## src/median_filter_3x3_top_macros.svh

```systemverilog
// ----------------------------------------------------------------------------
// median_filter_3x3_top_macros.svh
// Assertion macros for the 3x3 median filter. They compile away in synthesis.
// ----------------------------------------------------------------------------
`ifndef MEDIAN_FILTER_3X3_TOP_MACROS_SVH
`define MEDIAN_FILTER_3X3_TOP_MACROS_SVH

`ifndef SYNTHESIS

// Same-cycle implication
`define MF3_ASSERT_IMP(lbl, clk, rst_n, ante, cons) \
    lbl: assert property (@(posedge clk) disable iff (!rst_n) (ante) |-> (cons)) \
        else $error("median filter assertion failed");

// Next-cycle implication
`define MF3_ASSERT_NXT(lbl, clk, rst_n, ante, cons) \
    lbl: assert property (@(posedge clk) disable iff (!rst_n) (ante) |=> (cons)) \
        else $error("median filter assertion failed");

`else

`define MF3_ASSERT_IMP(lbl, clk, rst_n, ante, cons)
`define MF3_ASSERT_NXT(lbl, clk, rst_n, ante, cons)

`endif

`endif

```

## src/mf3_pkg.sv

```systemverilog
// ----------------------------------------------------------------------------
// mf3_pkg
// Shared constants, codes and types of the 3x3 median filter.
// ----------------------------------------------------------------------------
package mf3_pkg;

    // Default sizing
    localparam int MF3_MAX_WIDTH  = 2048;
    localparam int MF3_PIXEL_BITS = 8;

    // Fixed field widths
    localparam int PIX_W        = 8;
    localparam int WIDTH_REG_W  = 12;
    localparam int HEIGHT_REG_W = 13;
    localparam int ROW_W        = 12;
    localparam int CMP_W        = 16;
    localparam int APB_ADDR_W   = 3;
    localparam int APB_DATA_W   = 32;

    // Frame size limits and reset values
    localparam int HEIGHT_LIMIT = 4096;
    localparam int MIN_DIM      = 3;
    localparam logic [WIDTH_REG_W-1:0]  WIDTH_RESET  = 12'd512;
    localparam logic [HEIGHT_REG_W-1:0] HEIGHT_RESET = 13'd512;

    // Operation codes
    localparam logic OP_PIXEL = 1'b0;
    localparam logic OP_FLUSH = 1'b1;

    // Register indexes (paddr[2])
    localparam logic REG_FRAME_WIDTH  = 1'b0;
    localparam logic REG_FRAME_HEIGHT = 1'b1;

    // Per-transaction control decided at acceptance
    typedef struct packed {
        logic flush;
        logic full;
        logic interior;
        logic last;
        logic produce;
    } mf3_item_t;

endpackage

```

## src/mf3_cfg.sv

```systemverilog
// ----------------------------------------------------------------------------
// mf3_cfg
// APB register file: frame width and height with saturation on write.
// ----------------------------------------------------------------------------
module mf3_cfg
    import mf3_pkg::*;
#(
    parameter int MAX_WIDTH = MF3_MAX_WIDTH
)
(
    input  logic                    clk,
    input  logic                    rst_n,
    input  logic                    psel,
    input  logic                    penable,
    input  logic                    pwrite,
    input  logic [APB_ADDR_W-1:0]   paddr,
    input  logic [APB_DATA_W-1:0]   pwdata,
    output logic [APB_DATA_W-1:0]   prdata,
    output logic                    pready,
    output logic [WIDTH_REG_W-1:0]  frame_width,
    output logic [HEIGHT_REG_W-1:0] frame_height,
    output logic                    restart
);

    logic [WIDTH_REG_W-1:0]  frame_width_reg;
    logic [WIDTH_REG_W-1:0]  frame_width_next;
    logic [HEIGHT_REG_W-1:0] frame_height_reg;
    logic [HEIGHT_REG_W-1:0] frame_height_next;
    logic [WIDTH_REG_W-1:0]  width_sat;
    logic [HEIGHT_REG_W-1:0] height_sat;
    logic                    wr_strobe;
    logic                    reg_sel;

    assign pready    = 1'b1;
    assign wr_strobe = psel && penable && pwrite;
    assign reg_sel   = paddr[2];
    assign restart   = wr_strobe;

    // Clamp written values into the legal range
    always_comb
    begin
        width_sat = pwdata[WIDTH_REG_W-1:0];
        if (width_sat < WIDTH_REG_W'(MIN_DIM))
            width_sat = WIDTH_REG_W'(MIN_DIM);
        else if (32'(width_sat) > MAX_WIDTH)
            width_sat = WIDTH_REG_W'(MAX_WIDTH);

        height_sat = pwdata[HEIGHT_REG_W-1:0];
        if (height_sat < HEIGHT_REG_W'(MIN_DIM))
            height_sat = HEIGHT_REG_W'(MIN_DIM);
        else if (height_sat > HEIGHT_REG_W'(HEIGHT_LIMIT))
            height_sat = HEIGHT_REG_W'(HEIGHT_LIMIT);
    end

    // Register write decode
    always_comb
    begin
        frame_width_next  = frame_width_reg;
        frame_height_next = frame_height_reg;
        if (wr_strobe)
        begin
            case (reg_sel)
                REG_FRAME_WIDTH:  frame_width_next  = width_sat;
                REG_FRAME_HEIGHT: frame_height_next = height_sat;
                default:          frame_width_next  = frame_width_reg;
            endcase
        end
    end

    always_ff @(posedge clk or negedge rst_n)
    begin
        if (!rst_n)
        begin
            frame_width_reg  <= WIDTH_RESET;
            frame_height_reg <= HEIGHT_RESET;
        end
        else
        begin
            frame_width_reg  <= frame_width_next;
            frame_height_reg <= frame_height_next;
        end
    end

    // Read mux
    always_comb
    begin
        case (reg_sel)
            REG_FRAME_WIDTH:  prdata = APB_DATA_W'(frame_width_reg);
            REG_FRAME_HEIGHT: prdata = APB_DATA_W'(frame_height_reg);
            default:          prdata = '0;
        endcase
    end

    assign frame_width  = frame_width_reg;
    assign frame_height = frame_height_reg;

endmodule

```

## config.mk

```make
export PLATFORM = sky130hd
export DESIGN_NAME = mf3_cfg
export DESIGN_NICKNAME = d
export VERILOG_FILES = /design/src/median_filter_3x3_top_macros.svh /design/src/mf3_pkg.sv /design/src/mf3_cfg.sv
export SDC_FILE = /design/constraint.sdc
export NUM_CORES = 1
export LEC_CHECK = 0
export ABC_AREA = 1
export BUFFER_PORTS_ARGS = -buffer_cell sky130_fd_sc_hd__buf_2
export CAP_MARGIN = 20
export CORE_MARGIN = 2
export CORE_UTILIZATION = 40
export CTS_BUF_LIST = sky130_fd_sc_hd__clkbuf_4 sky130_fd_sc_hd__clkbuf_8 sky130_fd_sc_hd__clkbuf_16
export DETAILED_ROUTE_END_ITERATION = 16
export HOLD_SLACK_MARGIN = 0.1
export PLACE_DENSITY_LB_ADDON = 0.15
export SLEW_MARGIN = 40
export SYNTH_ARGS = -nofsm -noshare
export SYNTH_HDL_FRONTEND = slang
export SYNTH_SLANG_ARGS = --single-unit
```

## constraint.sdc

```tcl
create_clock -name clk -period 1.1 [get_ports clk]
set_input_delay 0.275 -clock clk [delete_from_list [all_inputs] [get_ports clk]]
set_output_delay 0.275 -clock clk [all_outputs]
set_load 0.01 [all_outputs]
```

* Word level (Yosys, flattened, before mapping) *
Cells that the tools add are included.

word-level totals
  word-level logic and storage cells = 16
  flip-flop bits (word level) = 25
  bits of input ports = 40
  output and inout port bits = 59

operators by class
  bitwise operators = 1
  multiplexer cells = 5
  reduce and logical (&&, ||, !) cells = 4
  $lt $le $gt $ge = 4

operators with widths
  kind                                                                            count
  32-bit case mux with 2 select lines                                             1
  13-bit 2-to-1 mux                                                               2
  12-bit 2-to-1 mux                                                               2
  13-bit > comparator (second input constant)                                     1
  13-bit by 2-bit less-than comparator with 1-bit output (second input constant)  1
  12-bit > comparator (second input constant)                                     1
  12-bit by 2-bit less-than comparator with 1-bit output (second input constant)  1
  2-bit AND reduction                                                             2
  1-bit logical AND                                                               2
  1-bit inverter                                                                  1

* Longest topological paths before layout *
  depth in word-level cells = 3
  depth in mapped cells = 8

* Worst setup path before layout *
Ideal clock, no wire load.

  path type = register to output
  start = register frame_width_reg[9], in the netlist frame_width[9]
  end = output port prdata[9]
  data arrival time = 855 ps
  stages on the path, launching flop included = 3
  slack = -30 ps
  path buffers = 0
  cell sequence = dfstp_2 -> inv_1 -> o21ai_0

between the ends
  longest elaborated chain between the ends = 1

ends and longest elaborated chain
  element                              RTL line       source
  start, declared                      mf3_cfg.sv:25  logic [WIDTH_REG_W-1:0] frame_width_reg;
  start signal, assigned               mf3_cfg.sv:79  frame_width_reg <= frame_width_next;
  32-bit case mux with 2 select lines  mf3_cfg.sv:87  case (reg_sel)
  end, declared                        mf3_cfg.sv:18  output logic [APB_DATA_W-1:0] prdata,

Every way passes these cells. The select of a mux whose other input is x is not followed.

* Worst setup path after layout *
Same ends and word-level chain as after synthesis.

==> impl_metrics.toml <==
[run_status]
outcome = "finished with violations"
violations = "setup timing"

[critical_path]
rr_worst_depth = 4
crit_start = "frame_width[9]"
critPathMaxFanout = 2
critPathKind = "reg2out"
r2r_slack_ns = 0.20
crit_arrival_ns = 1.20
timing.rr.end = "frame_height[10]"
cp-start-kind = "flop"
critPathMaxStageDelay_ns = 0.55
end_kind = "primary output"
slowest_stage = "dfstp_2"
crit_chain = "inv_1 -> o21ai_1 -> buf_2"
r2r-start = "frame_height[10]"
cp_data_required_time_ns = 0.82

[sta]
hold_ws_ns = 0.2242
period_needed_ns = 1.475
hold_viol = 0
max_clock_freq_mhz = 678.2
rsz0062_at_grt = "true"
setup_ws_ns = -0.3746
clock_skew_ns = 0
finalSetupTns_ns = -3.586
finalSetupViolCount = 38
finalCritPeriodShare_pct = 134.1
report.final.slew_viol_count = 0

[synthesis]
ys_types = 21
synth-edff-count = 0
synth_warnings = 0
ys_ff_latch = 25
ys_seq_area_share_pct = 44.04
syn_inst = 187
async_flop_share_pct = 100.0
synth_area_um2 = 1426
yosys_most_used_dff = "dfrtp_1"
syn_avg_cell_area_um2 = 7.628

[drt]
first_pass_iters = 4
wl_per_cell_um = 10.45
via_count = 1418
drt-total-wl_mm = 3.406
route.detailed.drc = 0
ant_nets = 0
viasPerCell = 4.350
drtIter0Drc = 23

[final_layout]
layout.nets = 321
antennaDiodeCount = 0
largest_register_ffs = 13
final_cells = 326
drive_gt1_share_pct = 41.07
final_util_pct = 59.80
final_cell_area_um2 = 2027
syn2layout_area_growth_pct = 42.10

[min_path]
hold_start = "pwdata[2]"
hp-class = "in2reg"
hold_end = "frame_height[2]"
min_path_cells = 3

[clock_tree]
cts.path.max_buffers = 2
insertion_delay_ns = 0.32
cts_root_buf = "clkbuf_4"
cts_made_buffers = 3
cts_tree = "yes"
cts_sinks = 25
cts_max_level = 1
clkTransAtPathRegs_ns = 0.14

[pwr]
cellPowerDensity_nw_per_um2 = 1287
p_leak_nw = 1.170
vdd_ir_drop_max_uv = 699.9
total_power_mw = 2.608

[die]
dieArea_um2 = 4060
die_w_um = 63.72
core_um2 = 3390
start_util_pct = 42.08
rows = 21
ioPinCount = 99
die_y_um = 63.72

[placed_design]
place_hpwl_mm = 2.512
pre_cts_ws_ns = -0.1876
gp_congestion = 0.8008
port-buffer-count = 57
dpl.cell_count = 303
placed_area_um2 = 1842

[job]
cap_violations = 0

[grt]
grt_pass1_vias = 1258
overflow = 0
grt_max_degree = 26
grt_pass1_wl_mm = 5.602
grt_use_total_pct = 17.23
grtUsageMet3_pct = 2.679
met1_usage_pct = 22.44
grt_util_met2_pct = 29.47
antenna_found_initial = 0
grt-busiest-layer = "met2"
## where the power goes
group	total (mW)	internal [mW]	switching [mW]
Combinational	0.983	0.486	0.497
Sequential	1.19	1.09	0.0999
Clock	0.440	0.166	0.273
## cell families (layout without fill, tap and decap cells)
family                 after synthesis  after routing  synth area share, %
AO/OA/AOI/OAI                       26             26                9.298
buffers and inverters               47            122                19.12
flip-flops                          25             25                44.03
other                                2             20               0.5265
AND/OR/NAND/NOR                     87             87                27.02
## worst max-delay path by stage
stage | slack [ns] | to
final | -0.37 | prdata[9]
after global routing | -0.41 | prdata[9]
after CTS | -0.33 | prdata[9]
after detailed placement | -0.19 | frame_height[11]
after global placement | -0.18 | frame_height[11]
after floorplan | 0.05 | prdata[9]
## cell usage in the layout, fill, tap and decap left out, types with 4 or more instances in the layout
cell type	synthesis	final
nand3_1	22	22
buf_4	21	37
o21ai_0	22	12
conb_1	2	20
clkbuf_4	0	4
buf_2	2	56
o21ai_1	0	9
nand2_1	48	48
inv_1	18	15
nor2_1	10	10
inv_2	2	5
dfrtp_1	23	23
## synth_stat cells, types with 3 or more instances
library cell / instances / share of area (%)
nand3_1: 22 / 7.7
nor2_1: 10 / 2.6
nand2_1: 48 / 13
dfrtp_1: 23 / 40
o21ai_0: 22 / 7.7
a21oi_1: 3 / 1.1
buf_4: 21 / 11
inv_1: 18 / 4.7
## critical path: cells and delay by family (launching register included)
kind            cells  cell delay (ns)
compound gates      1             0.12
buf+inv             2             0.20
flops               1             0.55
## layer usage
metal | share of wire, % | wire, um | vias up
li1 | - | - | 736
met1 | 45 | 1522 | 622
met2 | 48 | 1632 | 54
met3 | 6.0 | 203 | 6
met4 | 1.4 | 47 | 0
met5 | 0 | 0 | -
## layout make-up
| cell class | count | area, um2 |
|---|---|---|
| sequential | 25 | 628.1 |
| inverter | 20 | 75.07 |
| timing repair buffer | 98 | 639.4 |
| clock buffer | 4 | 30.03 |
| multi-input combinational | 133 | 596.8 |
| tap | 46 | 57.56 |
| fill | 349 | 1363 |
## what timing repair did
action / 4_1_cts / 5_1_grt
hold buffers: 1 / 0
endpoints found under the hold margin: 25 / 0
setup buffers: 8 / 10
endpoints found under the setup margin: 38 / 38
pin swaps: 17 / 3
gates resized for setup: 8 / 6
Note: power is estimated with default switching activity, not from simulation.
