===== src/median_filter_3x3_top_macros.svh =====
// ----------------------------------------------------------------------------
// median_filter_3x3_top_macros.svh
// Assertion macros for the 3x3 median filter. They compile away in synthesis.
// ----------------------------------------------------------------------------
`ifndef MEDIAN_FILTER_3X3_TOP_MACROS_SVH
`define MEDIAN_FILTER_3X3_TOP_MACROS_SVH

`ifndef SYNTHESIS

// Same-cycle implication
`define MF3_ASSERT_IMP(lbl, clk, rst_n, ante, cons) \
    lbl: assert property (@(posedge clk) disable iff (!rst_n) (ante) |-> (cons)) \
        else $error("median filter assertion failed");

// Next-cycle implication
`define MF3_ASSERT_NXT(lbl, clk, rst_n, ante, cons) \
    lbl: assert property (@(posedge clk) disable iff (!rst_n) (ante) |=> (cons)) \
        else $error("median filter assertion failed");

`else

`define MF3_ASSERT_IMP(lbl, clk, rst_n, ante, cons)
`define MF3_ASSERT_NXT(lbl, clk, rst_n, ante, cons)

`endif

`endif


===== src/mf3_pkg.sv =====
// ----------------------------------------------------------------------------
// mf3_pkg
// Shared constants, codes and types of the 3x3 median filter.
// ----------------------------------------------------------------------------
package mf3_pkg;

    // Default sizing
    localparam int MF3_MAX_WIDTH  = 2048;
    localparam int MF3_PIXEL_BITS = 8;

    // Fixed field widths
    localparam int PIX_W        = 8;
    localparam int WIDTH_REG_W  = 12;
    localparam int HEIGHT_REG_W = 13;
    localparam int ROW_W        = 12;
    localparam int CMP_W        = 16;
    localparam int APB_ADDR_W   = 3;
    localparam int APB_DATA_W   = 32;

    // Frame size limits and reset values
    localparam int HEIGHT_LIMIT = 4096;
    localparam int MIN_DIM      = 3;
    localparam logic [WIDTH_REG_W-1:0]  WIDTH_RESET  = 12'd512;
    localparam logic [HEIGHT_REG_W-1:0] HEIGHT_RESET = 13'd512;

    // Operation codes
    localparam logic OP_PIXEL = 1'b0;
    localparam logic OP_FLUSH = 1'b1;

    // Register indexes (paddr[2])
    localparam logic REG_FRAME_WIDTH  = 1'b0;
    localparam logic REG_FRAME_HEIGHT = 1'b1;

    // Per-transaction control decided at acceptance
    typedef struct packed {
        logic flush;
        logic full;
        logic interior;
        logic last;
        logic produce;
    } mf3_item_t;

endpackage


===== src/mf3_seq.sv =====
// ----------------------------------------------------------------------------
// mf3_seq
// Raster position tracking for input and output, pending count, and the
// per-transaction decisions (full window, interior, frame end).
// ----------------------------------------------------------------------------
module mf3_seq
    import mf3_pkg::*;
#(
    parameter int MAX_WIDTH = MF3_MAX_WIDTH,
    localparam int COL_W    = $clog2(MAX_WIDTH)
)
(
    input  logic                    clk,
    input  logic                    rst_n,
    input  logic                    restart,
    input  logic                    accept,
    input  logic                    operation,
    input  logic [WIDTH_REG_W-1:0]  frame_width,
    input  logic [HEIGHT_REG_W-1:0] frame_height,
    output mf3_item_t               item,
    output logic [COL_W-1:0]        in_col,
    output logic [COL_W-1:0]        rd_addr
);

    localparam int PEND_W = $clog2(MAX_WIDTH + 2);

    logic [COL_W-1:0]  in_col_reg,  in_col_next;
    logic [ROW_W-1:0]  in_row_reg,  in_row_next;
    logic [COL_W-1:0]  out_col_reg, out_col_next;
    logic [ROW_W-1:0]  out_row_reg, out_row_next;
    logic [PEND_W-1:0] pending_reg, pending_next;

    logic [CMP_W-1:0]  w16;
    logic [CMP_W-1:0]  h16;
    logic [CMP_W-1:0]  in_col_inc;
    logic [CMP_W-1:0]  in_row_inc;
    logic [CMP_W-1:0]  out_col_inc;
    logic [CMP_W-1:0]  out_row_inc;
    logic [COL_W-1:0]  in_col_adv,  out_col_adv;
    logic [ROW_W-1:0]  in_row_adv,  out_row_adv;

    assign w16 = CMP_W'(frame_width);
    assign h16 = CMP_W'(frame_height);

    // Next raster positions (column wraps into row, row wraps into frame)
    always_comb
    begin
        in_col_inc  = CMP_W'(in_col_reg) + CMP_W'(1);
        in_row_inc  = CMP_W'(in_row_reg) + CMP_W'(1);
        out_col_inc = CMP_W'(out_col_reg) + CMP_W'(1);
        out_row_inc = CMP_W'(out_row_reg) + CMP_W'(1);

        in_col_adv = COL_W'(in_col_inc);
        in_row_adv = in_row_reg;
        if (in_col_inc >= w16)
        begin
            in_col_adv = '0;
            in_row_adv = (in_row_inc >= h16) ? '0 : ROW_W'(in_row_inc);
        end

        out_col_adv = COL_W'(out_col_inc);
        out_row_adv = out_row_reg;
        if (out_col_inc >= w16)
        begin
            out_col_adv = '0;
            out_row_adv = (out_row_inc >= h16) ? '0 : ROW_W'(out_row_inc);
        end
    end

    // Decisions for the transaction at the input
    always_comb
    begin
        item.flush    = (operation == OP_FLUSH);
        item.full     = (CMP_W'(pending_reg) == w16 + CMP_W'(1));
        item.interior = (out_row_reg != '0) &&
                        (CMP_W'(out_row_reg) + CMP_W'(2) <= h16) &&
                        (out_col_reg != '0) &&
                        (CMP_W'(out_col_reg) + CMP_W'(2) <= w16);
        item.last     = (CMP_W'(out_row_reg) == h16 - CMP_W'(1)) &&
                        (CMP_W'(out_col_reg) == w16 - CMP_W'(1));
        item.produce  = item.flush ? (pending_reg != '0) : item.full;
    end

    // Counter updates
    always_comb
    begin
        in_col_next  = in_col_reg;
        in_row_next  = in_row_reg;
        out_col_next = out_col_reg;
        out_row_next = out_row_reg;
        pending_next = pending_reg;
        if (restart)
        begin
            in_col_next  = '0;
            in_row_next  = '0;
            out_col_next = '0;
            out_row_next = '0;
            pending_next = '0;
        end
        else if (accept)
        begin
            if (!item.flush)
            begin
                in_col_next = in_col_adv;
                in_row_next = in_row_adv;
                if (item.full)
                begin
                    out_col_next = out_col_adv;
                    out_row_next = out_row_adv;
                end
                else
                begin
                    pending_next = pending_reg + PEND_W'(1);
                end
            end
            else if (item.produce)
            begin
                out_col_next = out_col_adv;
                out_row_next = out_row_adv;
                pending_next = pending_reg - PEND_W'(1);
            end
        end
    end

    always_ff @(posedge clk or negedge rst_n)
    begin
        if (!rst_n)
        begin
            in_col_reg  <= '0;
            in_row_reg  <= '0;
            out_col_reg <= '0;
            out_row_reg <= '0;
            pending_reg <= '0;
        end
        else
        begin
            in_col_reg  <= in_col_next;
            in_row_reg  <= in_row_next;
            out_col_reg <= out_col_next;
            out_row_reg <= out_row_next;
            pending_reg <= pending_next;
        end
    end

    assign in_col  = in_col_reg;
    assign rd_addr = item.flush ? out_col_reg : in_col_reg;

endmodule


===== config.mk =====
export PLATFORM = sky130hd
export DESIGN_NAME = mf3_seq
export DESIGN_NICKNAME = d
export VERILOG_FILES = /design/src/median_filter_3x3_top_macros.svh /design/src/mf3_pkg.sv /design/src/mf3_seq.sv
export SDC_FILE = /design/constraint.sdc
export NUM_CORES = 1
export LEC_CHECK = 0
export BUFFER_PORTS_ARGS = -buffer_cell sky130_fd_sc_hd__buf_4
export CELL_PAD_IN_SITES_DETAIL_PLACEMENT = 1
export CELL_PAD_IN_SITES_GLOBAL_PLACEMENT = 2
export CORE_MARGIN = 4
export CORE_UTILIZATION = 37
export CTS_CLUSTER_DIAMETER = 40
export DETAILED_ROUTE_END_ITERATION = 10
export PLACE_DENSITY_LB_ADDON = 0.1
export SLEW_MARGIN = 20
export SYNTH_ARGS = -nofsm -noshare
export SYNTH_HDL_FRONTEND = slang
export SYNTH_SLANG_ARGS = --single-unit

===== constraint.sdc =====
create_clock -name clk -period 3.8 [get_ports clk]
set_clock_uncertainty 0.2 [all_clocks]
set_input_delay 0 -clock clk [delete_from_list [all_inputs] [get_ports clk]]
set_output_delay 0 -clock clk [all_outputs]
set_load 0.01 [all_outputs]

# After elaboration in Yosys (flattened, before gate mapping)
# Cells that the tools add are included.
# totals
reg_bits	46
output_inout_bits	27
# classes
n_addsub	10
magnitude_cmp	5
n_eq_ne	6
muxes	24
reduce_logical	12
# ops
cell	n
$mux 12	12
$mux 11	11
$add 12x1->13 const B	2
$add 11x1->12 const B	2
$ge 12x12->1	2
$reduce_bool 12->1	2
$eq 11x16->1	1
$eq 12x16->1	1
$sub 13x1->14 const B	1
$add 12x2->13 const B	1
$eq 12x13->1	1
$ge 13x13->1	1
$le 13x13->1	1
$sub 12x1->13 const B	1
$add 11x2->12 const B	1
$add 12x1->12 const B	1
$le 12x12->1	1
$sub 12x1->12 const B	1
$reduce_bool 11->1	1
$reduce_and 3->1	2
$logic_and 1x1->1	4
$ne 3x2->1 const B	1
$ne 3x3->1 const B	1
$reduce_bool 3->1	1
4 further kinds	4

# Longest topological paths before layout
# logic_depth
depth_word	8
depth_mapped	14
mapped_depth_nobuf	14

# Worst setup path before layout
# No wires, ideal clock.
# synth_path
path_kind	reg2reg
from	reg out_row_reg[6]
to	reg out_row_reg[0]
t_arrival_ps	3279
path_slack_ps	256
stages_incl_launch_ff	15
period_less_slack_ps	3544
path_cell_list	dfrtp_1 clkbuf_1 nand4_1 nor2_1 nand3_1 xnor2_1 ha_1 nand2_1 nor3_1 a221oi_1 a21oi_1 or4_1 clkbuf_1 a2111oi_0 a21o_1
# synth_between
elab_chain_len	8
elab_cells_between_ends	9
cone_classes	1 x add/sub; 1 x order compare; 7 x mux
# synth_lines
element	line_no	rtl
start: declaration	mf3_seq.sv:30	logic [ROW_W-1:0] out_row_reg, out_row_next;
start signal: assignment	mf3_seq.sv:140	out_row_reg <= out_row_next;
$add 12x1->13 *	mf3_seq.sv:51	out_row_inc = CMP_W'(out_row_reg) + CMP_W'(1);
$ge 13x13->1 *	mf3_seq.sv:66	out_row_adv = (out_row_inc >= h16) ? '0 : ROW_W'(out_row_inc);
$mux 12 *	mf3_seq.sv:66	
$mux 12 *	mf3_seq.sv:63	if (out_col_inc >= w16)
$mux 12 (on tied branches)	mf3_seq.sv:106, mf3_seq.sv:116	
$mux 12 *	mf3_seq.sv:102	if (!item.flush)
$mux 12 *	mf3_seq.sv:100	else if (accept)
$mux 12 *	mf3_seq.sv:92	if (restart)
# Mark *: on every way between the ends. The rest lies on a longest branch, timed or not. The select of a mux whose other input is x is not followed.
# A chain may end at the register's enable or synchronous reset.

==> results.toml <==
[route]
via_count = 5879
drcViolationCount = 0
postRouteAntennaNets = 0
wl_um = 21080
drt_iter0_markers = 251
wl_per_cell_um = 20.65
via_per_inst = 5.758
drtPass1Iterations = 4

[floorplan]
core_um2 = 16120
placementRows = 46
ios = 57
die_x_um = 137.0
die_h_um = 137.0
start_util_pct = 38.22
dieArea_um2 = 18780

[layout]
area_growth_pct = 14.00
diodes = 0
final_cells = 1021
fillers = 1970
multi_input_area_um2 = 4667
nets = 917
fin_area_um2 = 7022
regArea_um2 = 1155
drive_above_1_share_pct = 17.02

[logic_synthesis]
syn-num-nets = 869
synth_edf_count = 0
syn-cell-area_um2 = 6160
ys_seq_elements = 46
synthArstFlopShare_pct = 100.0
synthFlopType = "dfrtp_1"
syn_avg_cell_area_um2 = 8.148
synth.area.top_cells = "dfrtp_1 (19%), ha_1 (17%), xnor2_1 (8.8%), xor2_1 (4.8%), nor2_1 (3.5%)"
synth_top_cell_by_area = "dfrtp_1"
ys_types = 63
yosysWarningCount = 0
synth_top_area_share_pct = 18.69
seq_area_frac_synth_pct = 18.69
syn_inst = 756

[grt]
antenna_found_initial = 0
grt_pass1_wl_um = 34200
grt_max_degree = 47
grt.total_usage_pct = 23.10
grt_overflow = 0
grt_pass1_vias = 6438

[cts]
cts_buffer_depth = 2
clk_pin_slew_ns = 0.07
cts_tree = "yes"
cts.sinks = 46
cts_root_buffer = "clkbuf_16"
cts-htree-levels = 2
insertion_delay_ns = 0.29
cts_made_buffers = 5

[timing]
hold_viol = 0
slew_headroom_pct = 32.29
fmax_mhz = 274.2
tightest_slew_ns = 1.013
tns_ns = 0
setup_viol_count_final = 0
drv_slew = 0
fin_crit_sh_pct = 95.98
period_minus_slack_ns = 3.647
rsz0062_at_grt = "no"

[placed_design]
hpwl_um = 16790
io_buffers = 56
gp_congestion = 0.9010
place_area_um2 = 6802
place_inst = 1008

[critical_path]
regToRegStartpoint = "out_col_reg[1]"
path_cells = "ha_1 > and3_1 > and3_1 > and3_1 > xnor2_1 > ha_1 > a21o_1 > a21o_1 > a2111oi_1 > o211ai_1 > a21oi_1 > buf_4"
crit_required_ns = 3.60
cp-start-kind = "flip-flop"
path_max_fanout = 6
critPathMostFrequentCell = "and3_1"
crit_type = "reg2out"
cp.arrival_ns = 3.45
cp_slowest_cell = "dfrtp_2"
endpoint_kind = "output port"
r2r_setup_slack_ns = 0.18
r2r_end = "out_row_reg[2]"
r2r_cells = 11
cpPeakStageDelay_ns = 0.48

[pwr]
power_per_cell_area_nw_per_um2 = 349.2
ir_drop_mv = 0.2258
total_leakage_power_nw = 3.324

[min_path]
hp-class = "in2async"

[status]
status = "finished clean"

[job]
drv_cap = 0
==> where the power goes <==
group | switching (mW) | internal (mW) | leakage [nW]
clock | 0.210 | 0.262 | 0.0739
sequential | 0.137 | 0.567 | 0.618
combinational | 0.689 | 0.587 | 2.63
==> worst max-delay path, delay by kind of cell, from the launching register on <==
kind | cells | cell delay, ns
AOI/OAI and AO/OA | 5 | 1.13
and+or+nand+nor | 3 | 0.71
adders and majority gates | 2 | 0.56
DFF | 1 | 0.48
xor gates and xnor gates | 1 | 0.14
buffers and inverters | 1 | 0.14
==> how the worst max path moves through the flow <==
stage                    from        endpoint  slack [ns]  cells after the start
6_report       out_col_reg[1]         item[2]        0.15                     12
5_1_grt        out_col_reg[0]         item[1]       0.006                     10
4_1_cts        out_row_reg[1]  out_row_reg[0]        0.05                     13
3_5_place_dp   out_row_reg[1]  out_row_reg[0]        0.07                     13
3_3_place_gp   out_col_reg[1]  out_row_reg[1]        0.24                     11
2_1_floorplan  out_row_reg[6]  out_row_reg[0]        0.26                     14
==> Yosys cell counts, types with 3 or more instances <==
cell type  instances
a2111oi_0          4
a211oi_1           5
a21boi_0           3
a21o_1            17
a21oi_1           30
a22o_1             8
a31o_2            11
a31oi_1            8
a32o_1             3
and2_1             7
and3_1            11
and4_1             3
buf_2              5
buf_4              6
clkbuf_1          24
dfrtp_1           46
ha_1              82
inv_1             47
mux2_2            15
mux2_4            11
nand2_1           47
nand2b_1           9
nand3_1           36
nand3b_1           3
nand4_1           17
nor2_1            58
nor2b_1           11
nor3_1            29
nor4_1            13
nor4b_1            3
o211ai_1           7
o21a_1             3
o21ai_0           30
o22ai_1            4
o311ai_0           3
or3_1              6
or4_1              3
xnor2_1           62
xor2_1            34
==> cell type report <==
class,count,share of cell area (%)
Timing Repair Buffer,80,8.624
Clock inverter,1,0.07128
Tap cell,216,3.849
Sequential cell,46,16.45
Inverter,47,2.512
Multi-Input combinational cell,624,66.46
Clock buffer,7,2.031
==> cell families (layout without fill, tap and decap cells) <==
logic type	after synthesis	after routing	share of synthesized area (%)
xor+xnor	96	96	13.65
flops	46	46	18.69
simple gates	264	264	22.08
buf+inv	86	135	5.972
mux	26	26	5.424
compound gates	155	155	17.21
fa+ha+maj	83	83	16.98
==> routing by layer <==
metal | vias up | share of wire [%] | GRT usage (%)
met5 | - | 0 | 0
met4 | 0 | 1.8 | 5.488
met3 | 27 | 3.9 | 2.647
met2 | 94 | 49 | 39.62
met1 | 2930 | 46 | 31.02
li1 | 2828 | - | -
==> per-stage QoR <==
| stage | power [mW] | utilization (%) | hold slack [ns] | setup slack (ns) |
|---|---|---|---|---|
| 2_1_floorplan | 1.561 | - | -0.4956 | 0.2557 |
| 4_1_cts | 2.453 | 43.25 | 0.1016 | 0.04689 |
| 6_report | 2.452 | 43.57 | 0.06710 | 0.1529 |
| 3_3_place_gp | 1.915 | 42.21 | -0.1327 | 0.2445 |
| 3_5_place_dp | 1.969 | 42.21 | -0.1298 | 0.07161 |
| 5_1_grt | 2.645 | 43.57 | 0.1352 | 0.005721 |
==> cell usage in the layout, fill, tap and decap left out, types with 4 or more instances in the layout <==
| cell | n |
|---|---|
| a31oi_1 | 8 |
| mux2_2 | 15 |
| ha_1 | 81 |
| dfrtp_1 | 43 |
| and3_1 | 11 |
| or3_1 | 6 |
| a31o_2 | 11 |
| buf_4 | 78 |
| inv_1 | 47 |
| a211oi_1 | 5 |
| nand4_1 | 17 |
| o22ai_1 | 4 |
| o211ai_1 | 7 |
| o21ai_0 | 30 |
| mux2_4 | 11 |
| nand2_1 | 47 |
| xnor2_1 | 61 |
| nor3_1 | 29 |
| xor2_1 | 34 |
| clkbuf_16 | 5 |
| a22o_1 | 8 |
| nor4_1 | 12 |
| nor2_1 | 57 |
| nand3_1 | 35 |
| nand2b_1 | 9 |
| a21oi_1 | 30 |
| a21o_1 | 17 |
| nor2b_1 | 11 |
| and2_1 | 7 |
==> what timing repair did <==
| item | in CTS | in global routing |
|---|---|---|
| hold buffers | 2 | 0 |
| resized for setup | 0 | 10 |
| hold endpoints to repair | 47 | 0 |
| setup endpoints to repair | 0 | 14 |
| buffers inserted | 0 | 3 |
No activity file was read; power rests on OpenSTA's default activity.
