**src/median_filter_3x3_top_macros.svh**
```systemverilog
// ----------------------------------------------------------------------------
// median_filter_3x3_top_macros.svh
// Assertion macros for the 3x3 median filter. They compile away in synthesis.
// ----------------------------------------------------------------------------
`ifndef MEDIAN_FILTER_3X3_TOP_MACROS_SVH
`define MEDIAN_FILTER_3X3_TOP_MACROS_SVH

`ifndef SYNTHESIS

// Same-cycle implication
`define MF3_ASSERT_IMP(lbl, clk, rst_n, ante, cons) \
    lbl: assert property (@(posedge clk) disable iff (!rst_n) (ante) |-> (cons)) \
        else $error("median filter assertion failed");

// Next-cycle implication
`define MF3_ASSERT_NXT(lbl, clk, rst_n, ante, cons) \
    lbl: assert property (@(posedge clk) disable iff (!rst_n) (ante) |=> (cons)) \
        else $error("median filter assertion failed");

`else

`define MF3_ASSERT_IMP(lbl, clk, rst_n, ante, cons)
`define MF3_ASSERT_NXT(lbl, clk, rst_n, ante, cons)

`endif

`endif

```
**src/mf3_pkg.sv**
```systemverilog
// ----------------------------------------------------------------------------
// mf3_pkg
// Shared constants, codes and types of the 3x3 median filter.
// ----------------------------------------------------------------------------
package mf3_pkg;

    // Default sizing
    localparam int MF3_MAX_WIDTH  = 2048;
    localparam int MF3_PIXEL_BITS = 8;

    // Fixed field widths
    localparam int PIX_W        = 8;
    localparam int WIDTH_REG_W  = 12;
    localparam int HEIGHT_REG_W = 13;
    localparam int ROW_W        = 12;
    localparam int CMP_W        = 16;
    localparam int APB_ADDR_W   = 3;
    localparam int APB_DATA_W   = 32;

    // Frame size limits and reset values
    localparam int HEIGHT_LIMIT = 4096;
    localparam int MIN_DIM      = 3;
    localparam logic [WIDTH_REG_W-1:0]  WIDTH_RESET  = 12'd512;
    localparam logic [HEIGHT_REG_W-1:0] HEIGHT_RESET = 13'd512;

    // Operation codes
    localparam logic OP_PIXEL = 1'b0;
    localparam logic OP_FLUSH = 1'b1;

    // Register indexes (paddr[2])
    localparam logic REG_FRAME_WIDTH  = 1'b0;
    localparam logic REG_FRAME_HEIGHT = 1'b1;

    // Per-transaction control decided at acceptance
    typedef struct packed {
        logic flush;
        logic full;
        logic interior;
        logic last;
        logic produce;
    } mf3_item_t;

endpackage

```
**src/mf3_median9.sv**
```systemverilog
// ----------------------------------------------------------------------------
// mf3_median9
// Median of nine values: sort three triples, then take the median of the
// largest minimum, the middle median and the smallest maximum.
// ----------------------------------------------------------------------------
module mf3_median9
    import mf3_pkg::*;
#(
    parameter int PIXEL_BITS = MF3_PIXEL_BITS
)
(
    input  logic [8:0][PIXEL_BITS-1:0] taps,
    output logic [PIXEL_BITS-1:0]      median
);

    logic [2:0][PIXEL_BITS-1:0] lo;
    logic [2:0][PIXEL_BITS-1:0] mi;
    logic [2:0][PIXEL_BITS-1:0] hi;

    function automatic logic [PIXEL_BITS-1:0] min2(
        input logic [PIXEL_BITS-1:0] a,
        input logic [PIXEL_BITS-1:0] b
    );
        return (a < b) ? a : b;
    endfunction

    function automatic logic [PIXEL_BITS-1:0] max2(
        input logic [PIXEL_BITS-1:0] a,
        input logic [PIXEL_BITS-1:0] b
    );
        return (a < b) ? b : a;
    endfunction

    function automatic logic [PIXEL_BITS-1:0] med3(
        input logic [PIXEL_BITS-1:0] a,
        input logic [PIXEL_BITS-1:0] b,
        input logic [PIXEL_BITS-1:0] c
    );
        return max2(min2(a, b), min2(max2(a, b), c));
    endfunction

    // Per-triple min, median, max
    always_comb
    begin
        for (int r = 0; r < 3; r++)
        begin
            lo[r] = min2(min2(taps[3*r], taps[3*r+1]), taps[3*r+2]);
            mi[r] = med3(taps[3*r], taps[3*r+1], taps[3*r+2]);
            hi[r] = max2(max2(taps[3*r], taps[3*r+1]), taps[3*r+2]);
        end
    end

    assign median = med3(max2(max2(lo[0], lo[1]), lo[2]),
                         med3(mi[0], mi[1], mi[2]),
                         min2(min2(hi[0], hi[1]), hi[2]));

endmodule

```
**src/mf3_pipe.sv**
```systemverilog
// ----------------------------------------------------------------------------
// mf3_pipe
// Work stage and result register: column window, median or passthrough
// selection, line write-back and read forwarding.
// ----------------------------------------------------------------------------
module mf3_pipe
    import mf3_pkg::*;
#(
    parameter int MAX_WIDTH  = MF3_MAX_WIDTH,
    parameter int PIXEL_BITS = MF3_PIXEL_BITS,
    localparam int COL_W     = $clog2(MAX_WIDTH)
)
(
    input  logic                  clk,
    input  logic                  rst_n,
    input  logic                  restart,
    input  logic                  accept,
    input  mf3_item_t             item,
    input  logic [PIXEL_BITS-1:0] px_in,
    input  logic [COL_W-1:0]      col_in,
    input  logic [COL_W-1:0]      rd_addr,
    input  logic [PIXEL_BITS-1:0] rd_upper,
    input  logic [PIXEL_BITS-1:0] rd_middle,
    input  logic                  out_ready,
    output logic                  stage_free,
    output logic                  stage_busy,
    output logic                  wr_en,
    output logic [COL_W-1:0]      wr_addr,
    output logic [PIXEL_BITS-1:0] wr_upper,
    output logic [PIXEL_BITS-1:0] wr_middle,
    output logic                  out_valid,
    output logic [PIX_W-1:0]      pixel_out,
    output logic                  frame_end
);

    // Work stage
    logic                       s1_valid_reg, s1_valid_next;
    mf3_item_t                  s1_item_reg;
    logic [PIXEL_BITS-1:0]      s1_px_reg;
    logic [COL_W-1:0]           s1_col_reg;
    logic                       fwd_reg, fwd_next;
    logic [PIXEL_BITS-1:0]      fwd_upper_reg;
    logic [PIXEL_BITS-1:0]      fwd_middle_reg;
    logic [5:0][PIXEL_BITS-1:0] win_reg, win_next;

    // Result register
    logic                       out_valid_reg, out_valid_next;
    logic [PIX_W-1:0]           pixel_out_reg;
    logic                       frame_end_reg;

    logic [PIXEL_BITS-1:0]      top_pix;
    logic [PIXEL_BITS-1:0]      mid_pix;
    logic [PIXEL_BITS-1:0]      median_pix;
    logic [PIXEL_BITS-1:0]      result_pix;
    logic [8:0][PIXEL_BITS-1:0] taps;
    logic                       s1_move;
    logic                       out_load;

    // Line reads, with the value the stage wrote in the cycle of the read forwarded
    assign top_pix = fwd_reg ? fwd_upper_reg  : rd_upper;
    assign mid_pix = fwd_reg ? fwd_middle_reg : rd_middle;

    assign taps = {s1_px_reg, mid_pix, top_pix,
                   win_reg[5], win_reg[4], win_reg[3],
                   win_reg[2], win_reg[1], win_reg[0]};

    mf3_median9 #(
        .PIXEL_BITS (PIXEL_BITS)
    ) u_median (
        .taps   (taps),
        .median (median_pix)
    );

    // Result selection; the centre of the window is the pending output pixel
    always_comb
    begin
        if (s1_item_reg.flush)
            result_pix = s1_item_reg.full ? win_reg[4] : mid_pix;
        else if (s1_item_reg.interior)
            result_pix = median_pix;
        else
            result_pix = win_reg[4];
    end

    // Stage handshake
    assign s1_move    = s1_valid_reg &&
                        (!s1_item_reg.produce || !out_valid_reg || out_ready);
    assign stage_free = !s1_valid_reg || s1_move;
    assign stage_busy = s1_valid_reg;
    assign out_load   = s1_move && s1_item_reg.produce;

    // Line write-back for pixel transactions
    assign wr_en     = s1_move && !s1_item_reg.flush;
    assign wr_addr   = s1_col_reg;
    assign wr_upper  = mid_pix;
    assign wr_middle = s1_px_reg;

    always_comb
    begin
        s1_valid_next = s1_valid_reg;
        if (accept)
            s1_valid_next = 1'b1;
        else if (s1_move)
            s1_valid_next = 1'b0;

        fwd_next = wr_en && (s1_col_reg == rd_addr);

        win_next = win_reg;
        if (restart)
            win_next = '0;
        else if (wr_en)
            win_next = {s1_px_reg, mid_pix, top_pix, win_reg[5], win_reg[4], win_reg[3]};

        out_valid_next = out_valid_reg;
        if (out_load)
            out_valid_next = 1'b1;
        else if (out_ready)
            out_valid_next = 1'b0;
    end

    // Control registers and window
    always_ff @(posedge clk or negedge rst_n)
    begin
        if (!rst_n)
        begin
            s1_valid_reg  <= 1'b0;
            fwd_reg       <= 1'b0;
            win_reg       <= '0;
            out_valid_reg <= 1'b0;
        end
        else
        begin
            s1_valid_reg  <= s1_valid_next;
            win_reg       <= win_next;
            out_valid_reg <= out_valid_next;
            if (accept)
                fwd_reg <= fwd_next;
        end
    end

    // Payload registers
    always_ff @(posedge clk)
    begin
        if (accept)
        begin
            s1_item_reg    <= item;
            s1_px_reg      <= px_in;
            s1_col_reg     <= col_in;
            fwd_upper_reg  <= mid_pix;
            fwd_middle_reg <= s1_px_reg;
        end
        if (out_load)
        begin
            pixel_out_reg <= PIX_W'(result_pix);
            frame_end_reg <= s1_item_reg.last;
        end
    end

    assign out_valid = out_valid_reg;
    assign pixel_out = pixel_out_reg;
    assign frame_end = frame_end_reg;

endmodule
```
**config.mk**
```make
export PLATFORM = sky130hd
export DESIGN_NAME = mf3_pipe
export DESIGN_NICKNAME = d
export VERILOG_FILES = /design/src/median_filter_3x3_top_macros.svh /design/src/mf3_pkg.sv /design/src/mf3_median9.sv /design/src/mf3_pipe.sv
export SDC_FILE = /design/constraint.sdc
export NUM_CORES = 1
export LEC_CHECK = 0
export ABC_CLOCK_PERIOD_IN_PS = 32000
export BUFFER_PORTS_ARGS = -buffer_cell sky130_fd_sc_hd__buf_2
export CAP_MARGIN = 20
export CELL_PAD_IN_SITES_DETAIL_PLACEMENT = 1
export CELL_PAD_IN_SITES_GLOBAL_PLACEMENT = 2
export CORE_UTILIZATION = 30
export DETAILED_ROUTE_END_ITERATION = 10
export GPL_TIMING_DRIVEN = 1
export PLACE_DENSITY = 0.67
export SLEW_MARGIN = 20
export SYNTH_ARGS = -nofsm -noshare
export SYNTH_HDL_FRONTEND = slang
export SYNTH_SLANG_ARGS = --single-unit
```
**constraint.sdc**
```tcl
create_clock -name clk -period 32 [get_ports clk]
set_input_delay 6.4 -clock clk [delete_from_list [all_inputs] [get_ports clk]]
set_output_delay 6.4 -clock clk [all_outputs]
set_load 0.01 [all_outputs]
```
After elaboration in Yosys (flattened, before gate mapping):

Cells that the tools add are included.

* equal/unequal tests: 1
* multiplexer cells: 41
* $lt $le $gt $ge: 22
* reductions and logical operators: 14

Operators with widths (count)
* 2-to-1 mux 8 bit: 35
* < comparator 8 bit: 22
* 2-to-1 mux 48 bit: 2
* equality test 11 bit: 1
* nonzero test 2 bit: 3
* logical AND 1 bit: 4
* zero test 1 bit: 4
* 2-to-1 mux 1 bit: 4
* logical OR 1 bit: 3

* register bits: 100
* word-level logic and storage cells: 98
* output and inout port bits: 40
* input port bits: 56

Logic depth before layout (Yosys ltp):

Gate-level depths: netlist of run 1.

* word-level depth: 20
* mapped depth: 87
* mapped depth without buffers: 80

Modules after synthesis:

A second synthesis of run 1 with hierarchy kept.

* cell total of the unflattened synthesis: 1384
* area, all modules: 11548.6 sq um

Modules (own cells, without submodules)
* mf3_median9: area an instance 7374.6 sq um, instances 1, seq. area each 0.0 sq um, cells each 1044
* mf3_pipe: area an instance 4174.0 sq um, instances 1, seq. area each 2747.6 sq um, cells each 340

Worst setup path before layout of run 1:

No wires, ideal clock.

* kind: input-to-reg
* from: input rd_upper[1]
* to: register pixel_out_reg[2] (netlist: pixel_out[2]) (data pin)
* stages: 72
* buffers on the path: 8
* setup time: 272 ps
* data required time: 31728 ps
* path slack: 11399 ps
* data arrival time: 20329 ps
* cells stage by stage: mux2_2 ha_1 and3_1 o221ai_1 a31oi_1 clkbuf_1 clkbuf_1 clkbuf_1 buf_1 a21oi_1 ha_1 nand4_1 a21oi_1 nor3_1 mux2_2 or2_2 clkbuf_1 nor2_1 [36 not listed] mux2i_1 ha_1 a2111oi_0 nand2_1 a41o_1 o21ai_0 a21oi_4 mux2_4 ha_1 a21o_1 a21oi_1 nor2_1 nor2_1 nand2_1 a311oi_1 a41oi_1 nor2_1 a211oi_1

* word-level cells in the longest chain between the ends: 19
* elaborated cells between the ends (all ways): 28
* those cells by class: order compare (11); mux (17)

RTL lines
* from (decl): line mf3_pipe.sv:22 `input logic [PIXEL_BITS-1:0] rd_upper,`
* 2-to-1 mux 8 bit *: line mf3_pipe.sv:60 `assign top_pix = fwd_reg ? fwd_upper_reg : rd_upper;`
* < comparator 8 bit: line mf3_median9.sv:24, mf3_median9.sv:31
* 2-to-1 mux 8 bit: line mf3_median9.sv:31 `return (a < b) ? b : a;`
* < comparator 8 bit: line mf3_median9.sv:24, mf3_median9.sv:31
* 2-to-1 mux 8 bit: line mf3_median9.sv:24 `return (a < b) ? a : b;`
* < comparator 8 bit: line mf3_median9.sv:31
* 2-to-1 mux 8 bit: line mf3_median9.sv:31
* < comparator 8 bit: line mf3_median9.sv:24
* [4 not listed]
* 2-to-1 mux 8 bit: line mf3_median9.sv:31
* < comparator 8 bit: line mf3_median9.sv:24
* 2-to-1 mux 8 bit: line mf3_median9.sv:24
* < comparator 8 bit: line mf3_median9.sv:31
* 2-to-1 mux 8 bit *: line mf3_median9.sv:31
* 2-to-1 mux 8 bit *: line mf3_pipe.sv:79 `else if (s1_item_reg.interior)`
* 2-to-1 mux 8 bit *: line mf3_pipe.sv:77 `if (s1_item_reg.flush)`
* named net result_pix[2]: line mf3_pipe.sv:54 `logic [PIXEL_BITS-1:0] result_pix;`
* to (signal assigned): line mf3_pipe.sv:154 `pixel_out_reg <= PIX_W'(result_pix);`
* to (decl): line mf3_pipe.sv:48 `logic [PIX_W-1:0] pixel_out_reg;`

The timed path passes the listed nets; every way through them passes the cells marked *.
A chain may end at the register's enable or synchronous reset.

Worst setup path in the final report of run 1:

* from: input rd_upper[5]
* to: register pixel_out_reg[4] (netlist: pixel_out[4]) (data pin)

Same word-level chain as after synthesis.

==> results of run 1 <==
## per-layer routing
layer | vias to the layer above | routed length, um
met5 | - | 0
met4 | 0 | 1420
met3 | 49 | 1190
met2 | 164 | 19200
met1 | 5135 | 20000
li1 | 5266 | -
## metrics by stage
step | instances | cell area (um^2) | hold slack (ns) | utilization, % | worst slack, ns
2_1_floorplan | 1408 | 11300 | 0.400 | - | 11.40
5_1_grt | 1968 | 12500 | 0.444 | 34.0 | 8.09
3_3_place_gp | 1952 | 12200 | 0.423 | 33.1 | 9.52
6_report | 1969 | 12500 | 0.434 | 34.0 | 9.56
4_1_cts | 1968 | 12500 | 0.432 | 33.9 | 9.57
3_5_place_dp | 1952 | 12200 | 0.413 | 33.1 | 9.24
## cell usage after synthesis, drive strengths merged, types with 18 or more instances
cell and count:
edfxtp 49, mux2 21, nand2 153, nor2 138, nand3 21, a21o 41, mux2i 59, a211oi 36
clkbuf 38, nand4 18, nand2b 24, a21oi 169, ha 146, buf 27, nor3 25, inv 101
o21ai 86, dfrtp 51
## cells by family (layout without fill, tap and decap cells)
| family | count (synthesis) | in the layout |
|---|---|---|
| adders and majority gates | 150 | 150 |
| DFF | 100 | 100 |
| other | 0 | 1 |
| and+or+nand+nor | 438 | 438 |
| AOI/OAI and AO/OA | 463 | 463 |
| buffers and inverters | 166 | 222 |
| muxes | 80 | 80 |
| xor gates and xnor gates | 11 | 11 |
## final cells by class
cell class                      count  area (um^2)  area share, %
Antenna cell                        1         2.50         0.0200
Sequential cell                   100         2750           21.9
Clock buffer                       10          239           1.91
Clock inverter                      6         68.8          0.549
Multi-Input combinational cell   1142         7910           63.1
Timing Repair Buffer              105          551           4.39
Tap cell                          504          631           5.03
Inverter                          101          379           3.03
## worst max path at each step
stage	startpoint	end	slack (ns)
2_1_floorplan	rd_upper[1]	pixel_out[2]$_DFFE_PP_	11.40
3_3_place_gp	rd_upper[5]	pixel_out[7]$_DFFE_PP_	9.52
3_5_place_dp	rd_upper[5]	pixel_out[2]$_DFFE_PP_	9.24
4_1_cts	rd_upper[5]	pixel_out[7]$_DFFE_PP_	9.57
5_1_grt	rd_upper[5]	pixel_out[7]$_DFFE_PP_	8.09
6_report	rd_upper[5]	pixel_out[4]$_DFFE_PP_	9.56
## cell usage in the layout (no fill, tap or decap), types with 23 or more instances in the layout
cell type,count
buf_2,95
o21ai_0,80
a211oi_1,36
a21oi_1,168
inv_1,100
edfxtp_1,49
nand2_1,153
nand2b_1,23
nor3_1,25
nor2_1,137
ha_1,146
mux2i_1,58
a21o_1,41
dfrtp_1,51
==> impl_metrics.toml, run 1 <==
[global_routing]
use_met3_pct = 2.84
grt.busiest_layer = "met2"
grt_pass1_vias = 10900
antenna_found_initial = 0
track_usage_pct = 22.1
met1_usage_pct = 29.4
grt_max_degree = 63
grt.overflow.total = 0
use_met2_pct = 36.4
grt_first_pass_wirelength_mm = 64.4

[detailed_routing]
routed_wl_mm = 41.8
viasPerCell = 5.39
post_drt_wl_per_cell_um = 21.3
drc = 0
detail-route-antenna-nets = 0
first_pass_iters = 5
drt_iter0_drc = 578
vias = 10600

[hold_path]
holdCritStartpoint = "s1_item_reg[1]$_DFFE_PP_"
hold_path_end = "frame_end$_DFFE_PP_"
whs_path_depth = 0
hold_class = "reg2reg"

[logic_synthesis]
synthFlopType = "dfrtp_1"
async_reset_ff_share_pct = 51.0
synth_top_cell_by_area = "ha_1"
ys_seq_area_share_pct = 24.3
yosys_warnings = 0
synth_cell_types = 92
avgSynthCellArea_um2 = 8.04
yosys.area.top_type_share_pct = 16.1
postSynthNetCount = 1610
synth_cells = 1408
synth-seq-cells = 100
synth-edff-count = 49
netlist_area_um2 = 11300
synth_xor_area_share_pct = 0.851
synth-simple-area-share_pct = 17.8
synth_mux_area_share_pct = 7.41
synth_area_leaders = "ha_1 (16%), edfxtp_1 (13%), dfrtp_1 (11%)"
synth-compound-area-share_pct = 27.0
synthAdderAreaFrac_pct = 16.5
synth_top_family_by_area = "compound AO/OA/AOI/OAI gates"

[die]
die_y_um = 196
ioPinCount = 96
design.core.area_um2 = 36900
die_w_um = 196
num_rows = 70
initial_utilization_pct = 30.7
dieArea_um2 = 38500

[timing]
rsz0062_at_grt = "false"
skew_ns = 0.0166
worstMarginPinSlew_ns = 1.08
period_needed_ns = 22.44
fin_setup_tns_ns = 0
final_max_slew_viol_count = 0
fmax_mhz = 44.6
setup_viol = 0
slew_headroom_pct = 28.1
period_share_pct = 70.1
final_hold_viol_count = 0

[clock_network]
clockBufferDepth = 2
cts.repair.resized = 0
cts_made_buffers = 9
clock_latency_ns = 0.38
cts_tree = "built"
clk_pin_slew_ns = 0.08
holdBufCountCts = 0
root_buffer = "clkbuf_16"
clkSinkCount = 100
htree_levels = 3
cts_setup_buffers = 0

[finish]
fill_cells = 4474
area_growth_pct = 10.7
drive_gt1_share_pct = 11.7
largest_register_ffs = 48
fin_nets = 1661

[worst_setup_path]
r2r-start = "taps[36]$_DFFE_PN0P_"
required_ns = 32.11
cp.depth = 67
crit_buf_inv = 5
cp-start-kind = "input port"
setup.worst_path.end_class = "flop"
worstPathMaxFanout = 40
critPathKind = "in2reg"
crit_path_frequent_cell = "a21oi_1"
slowest_delay_ns = 0.79
worstReg2RegEnd = "pixel_out[4]$_DFFE_PP_"
critPathTopFamily = "compound AO/OA/AOI/OAI gates"
cpMaxStageDelayCell = "a2111oi_0"
reg2regPathDepth = 76
arrival_ns = 22.54
r2r_slack_ns = 12.98

[placement]
dp_hpwl_mm = 34.4
place.port_buffers = 95
routabilityCongestion = 0.912

[outcome]
outcome = "complete, no violations"

[flow_run]
maxCapViolCount = 0
Power of run 1 is left out: the tool's default activity adds up to more than one toggle a clock period on the data nets, which glitch-free logic cannot reach.
==> run 2: changes to the inputs <==
- ABC_AREA: default -> 1
- ABC_CLOCK_PERIOD_IN_PS: 32000 -> 18000
- PLACE_DENSITY: 0.67 -> 0.74
- clock period: 32 -> 18 ns (I/O delays scaled with it)
==> run 2 against run 1 <==
Non-clock buffer count increased by 4. Sequential share of layout area increased by 2.5 points. Cell count increased by 0.76%.
==> impl_metrics.toml, run 2 <==
[outcome]
outcome = "complete, no violations"

[logic_synthesis]
yosys.area.top_type_share_pct = 18.0
synth_top_cell_by_area = "ha_1"
postSynthNetCount = 1681
yosys_warnings = 0
synthFlopType = "dfrtp_1"
async_reset_ff_share_pct = 51.0
synth_cell_types = 33
netlist_area_um2 = 10200
avgSynthCellArea_um2 = 6.88
synth.most_common_cell = "nand2_1"
synth_cells = 1479
synth-seq-cells = 100
synth_area_leaders = "ha_1 (18%), nand2_1 (17%), edfxtp_1 (14%)"
synthTopCellsByCount = "nand2_1 (452), o21ai_0 (205), inv_1 (160)"
synth-edff-count = 49
ys_seq_area_share_pct = 27.0

[timing]
final_max_slew_viol_count = 0
fmax_mhz = 60.5
skew_ns = 0.00576
rsz0062_at_grt = "false"
whs_ns = 0.440
fin_setup_tns_ns = 0
period_share_pct = 91.9
final_hold_viol_count = 0
period_needed_ns = 16.54
slew_headroom_pct = 35.3
setup_viol = 0
worstMarginPinSlew_ns = 0.961

[worst_setup_path]
critPathKind = "in2reg"
crit_path_frequent_cell = "nand2_1"
cp-start-kind = "input port"
arrival_ns = 16.66
reg2regPathDepth = 61
cpMaxStageDelayCell = "nand2_1"
startpoint = "rd_upper[1]"
r2r_slack_ns = 2.77
worstReg2RegEnd = "pixel_out[1]$_DFFE_PP_"
setup.worst_path.end_class = "flop"
worstPathMaxFanout = 31
slowest_delay_ns = 0.63
required_ns = 18.12
crit_end = "pixel_out[1]$_DFFE_PP_"
r2r-start = "taps[37]$_DFFE_PN0P_"

[finish]
drive_gt1_share_pct = 10.6
area_growth_pct = 10.6
largest_register_ffs = 48
fin_nets = 1733
layout_common_cells = "nand2_1 (452), o21ai_0 (202), inv_1 (160)"
final_common_cell = "nand2_1"
n_antenna_cell = 0

[detailed_routing]
first_pass_iters = 4
routed_wl_mm = 36.7
drc = 0
drt_iter0_drc = 578
viasPerCell = 5.05
vias = 10000
detail-route-antenna-nets = 0
post_drt_wl_per_cell_um = 18.5

[clock_network]
clk_pin_slew_ns = 0.07
clkSinkCount = 100
cts_made_buffers = 9
clock_latency_ns = 0.37
holdBufCountCts = 0
htree_levels = 3
clockBufferDepth = 2
cts_tree = "built"
root_buffer = "clkbuf_16"

[placement]
routabilityCongestion = 0.852
place.port_buffers = 95
dp_hpwl_mm = 30.2

[die]
design.core.area_um2 = 33400
initial_utilization_pct = 30.4
ioPinCount = 96
dieArea_um2 = 34600
die_w_um = 186
num_rows = 67
die_y_um = 186

[flow_run]
maxCapViolCount = 0

[global_routing]
grt_max_degree = 52
grt_pass1_vias = 10000
track_usage_pct = 22.0
grt.overflow.total = 0
antenna_found_initial = 0
grt_first_pass_wirelength_mm = 57.3

[hold_path]
whs_path_depth = 0
hold_class = "reg2reg"
[run 2: cell count changes after synthesis, sizes merged, moves of 41 or more]
cell,previous run,this run
nor2,138,58
a21o,41,0
inv,101,165
nand2,153,477
mux2i,59,0
a21oi,169,73
o21ai,86,218
[run 2: repair_timing]
| action | CTS | global route |
|---|---|---|
| setup buffers | 0 | 0 |
| setup endpoints to repair | 0 | 8 |
| gates resized for setup | 0 | 3 |
[run 2: per-stage QoR]
| stage | setup WS, ns | util, % | instances | area, um^2 |
|---|---|---|---|---|
| detailed placement | 1.13 | 32.7 | 1967 | 11000 |
| finish | 1.46 | 33.6 | 1984 | 11200 |
| CTS | 1.47 | 33.6 | 1983 | 11200 |
| floorplan | 3.55 | - | 1479 | 10200 |
| global placement | 1.60 | 32.7 | 1967 | 11000 |
| global route | 0.0274 | 33.6 | 1984 | 11200 |
[run 2: final cells by class]
cell class	instances	area (um^2)
multi-input cells	1145	6450
well taps	448	561
flip-flops and latches	100	2750
inverters	166	623
clock buffers	9	225
clock inverters	7	62.6
repair buffers	109	581
fillers	4272	22200
[run 2: logic make-up (layout without fill, tap and decap cells)]
group	after synthesis	count (layout)	share of synthesized area, %
AOI/OAI and AO/OA	367	367	19.4
xor gates and xnor gates	10	10	0.861
adders and majority gates	146	146	18.0
buffers and inverters	234	291	9.59
DFF	100	100	27.0
and+or+nand+nor	622	622	25.2
[run 2: critical path, delay by kind of cell]
family	cells	cell delay (ns)
buffers and inverters	4	0.65
adders and majority gates	8	2.50
and+or+nand+nor	26	3.63
AOI/OAI and AO/OA	22	6.26
[run 2: worst min-delay path by stage]
stage | start | end
after CTS | s1_item_reg[1]$_DFFE_PP_ | frame_end$_DFFE_PP_
after floorplan | s1_item_reg[1]$_DFFE_PP_ | frame_end$_DFFE_PP_
after global routing | s1_item_reg[1]$_DFFE_PP_ | frame_end$_DFFE_PP_
after detailed placement | s1_item_reg[1]$_DFFE_PP_ | frame_end$_DFFE_PP_
after global placement | s1_item_reg[1]$_DFFE_PP_ | frame_end$_DFFE_PP_
final | s1_item_reg[1]$_DFFE_PP_ | frame_end$_DFFE_PP_
[run 2: metal layers]
layer	share of wire, %	wire length [um]	GRT usage, %	vias to the layer above
met1	49	18000	30.6	4755
met3	3.2	1190	2.01	36
met5	0	0	0	-
met4	1.9	689	5.77	0
met2	46	16800	36.2	170
li1	-	-	-	5068
Power of run 2 is left out for the same reason.
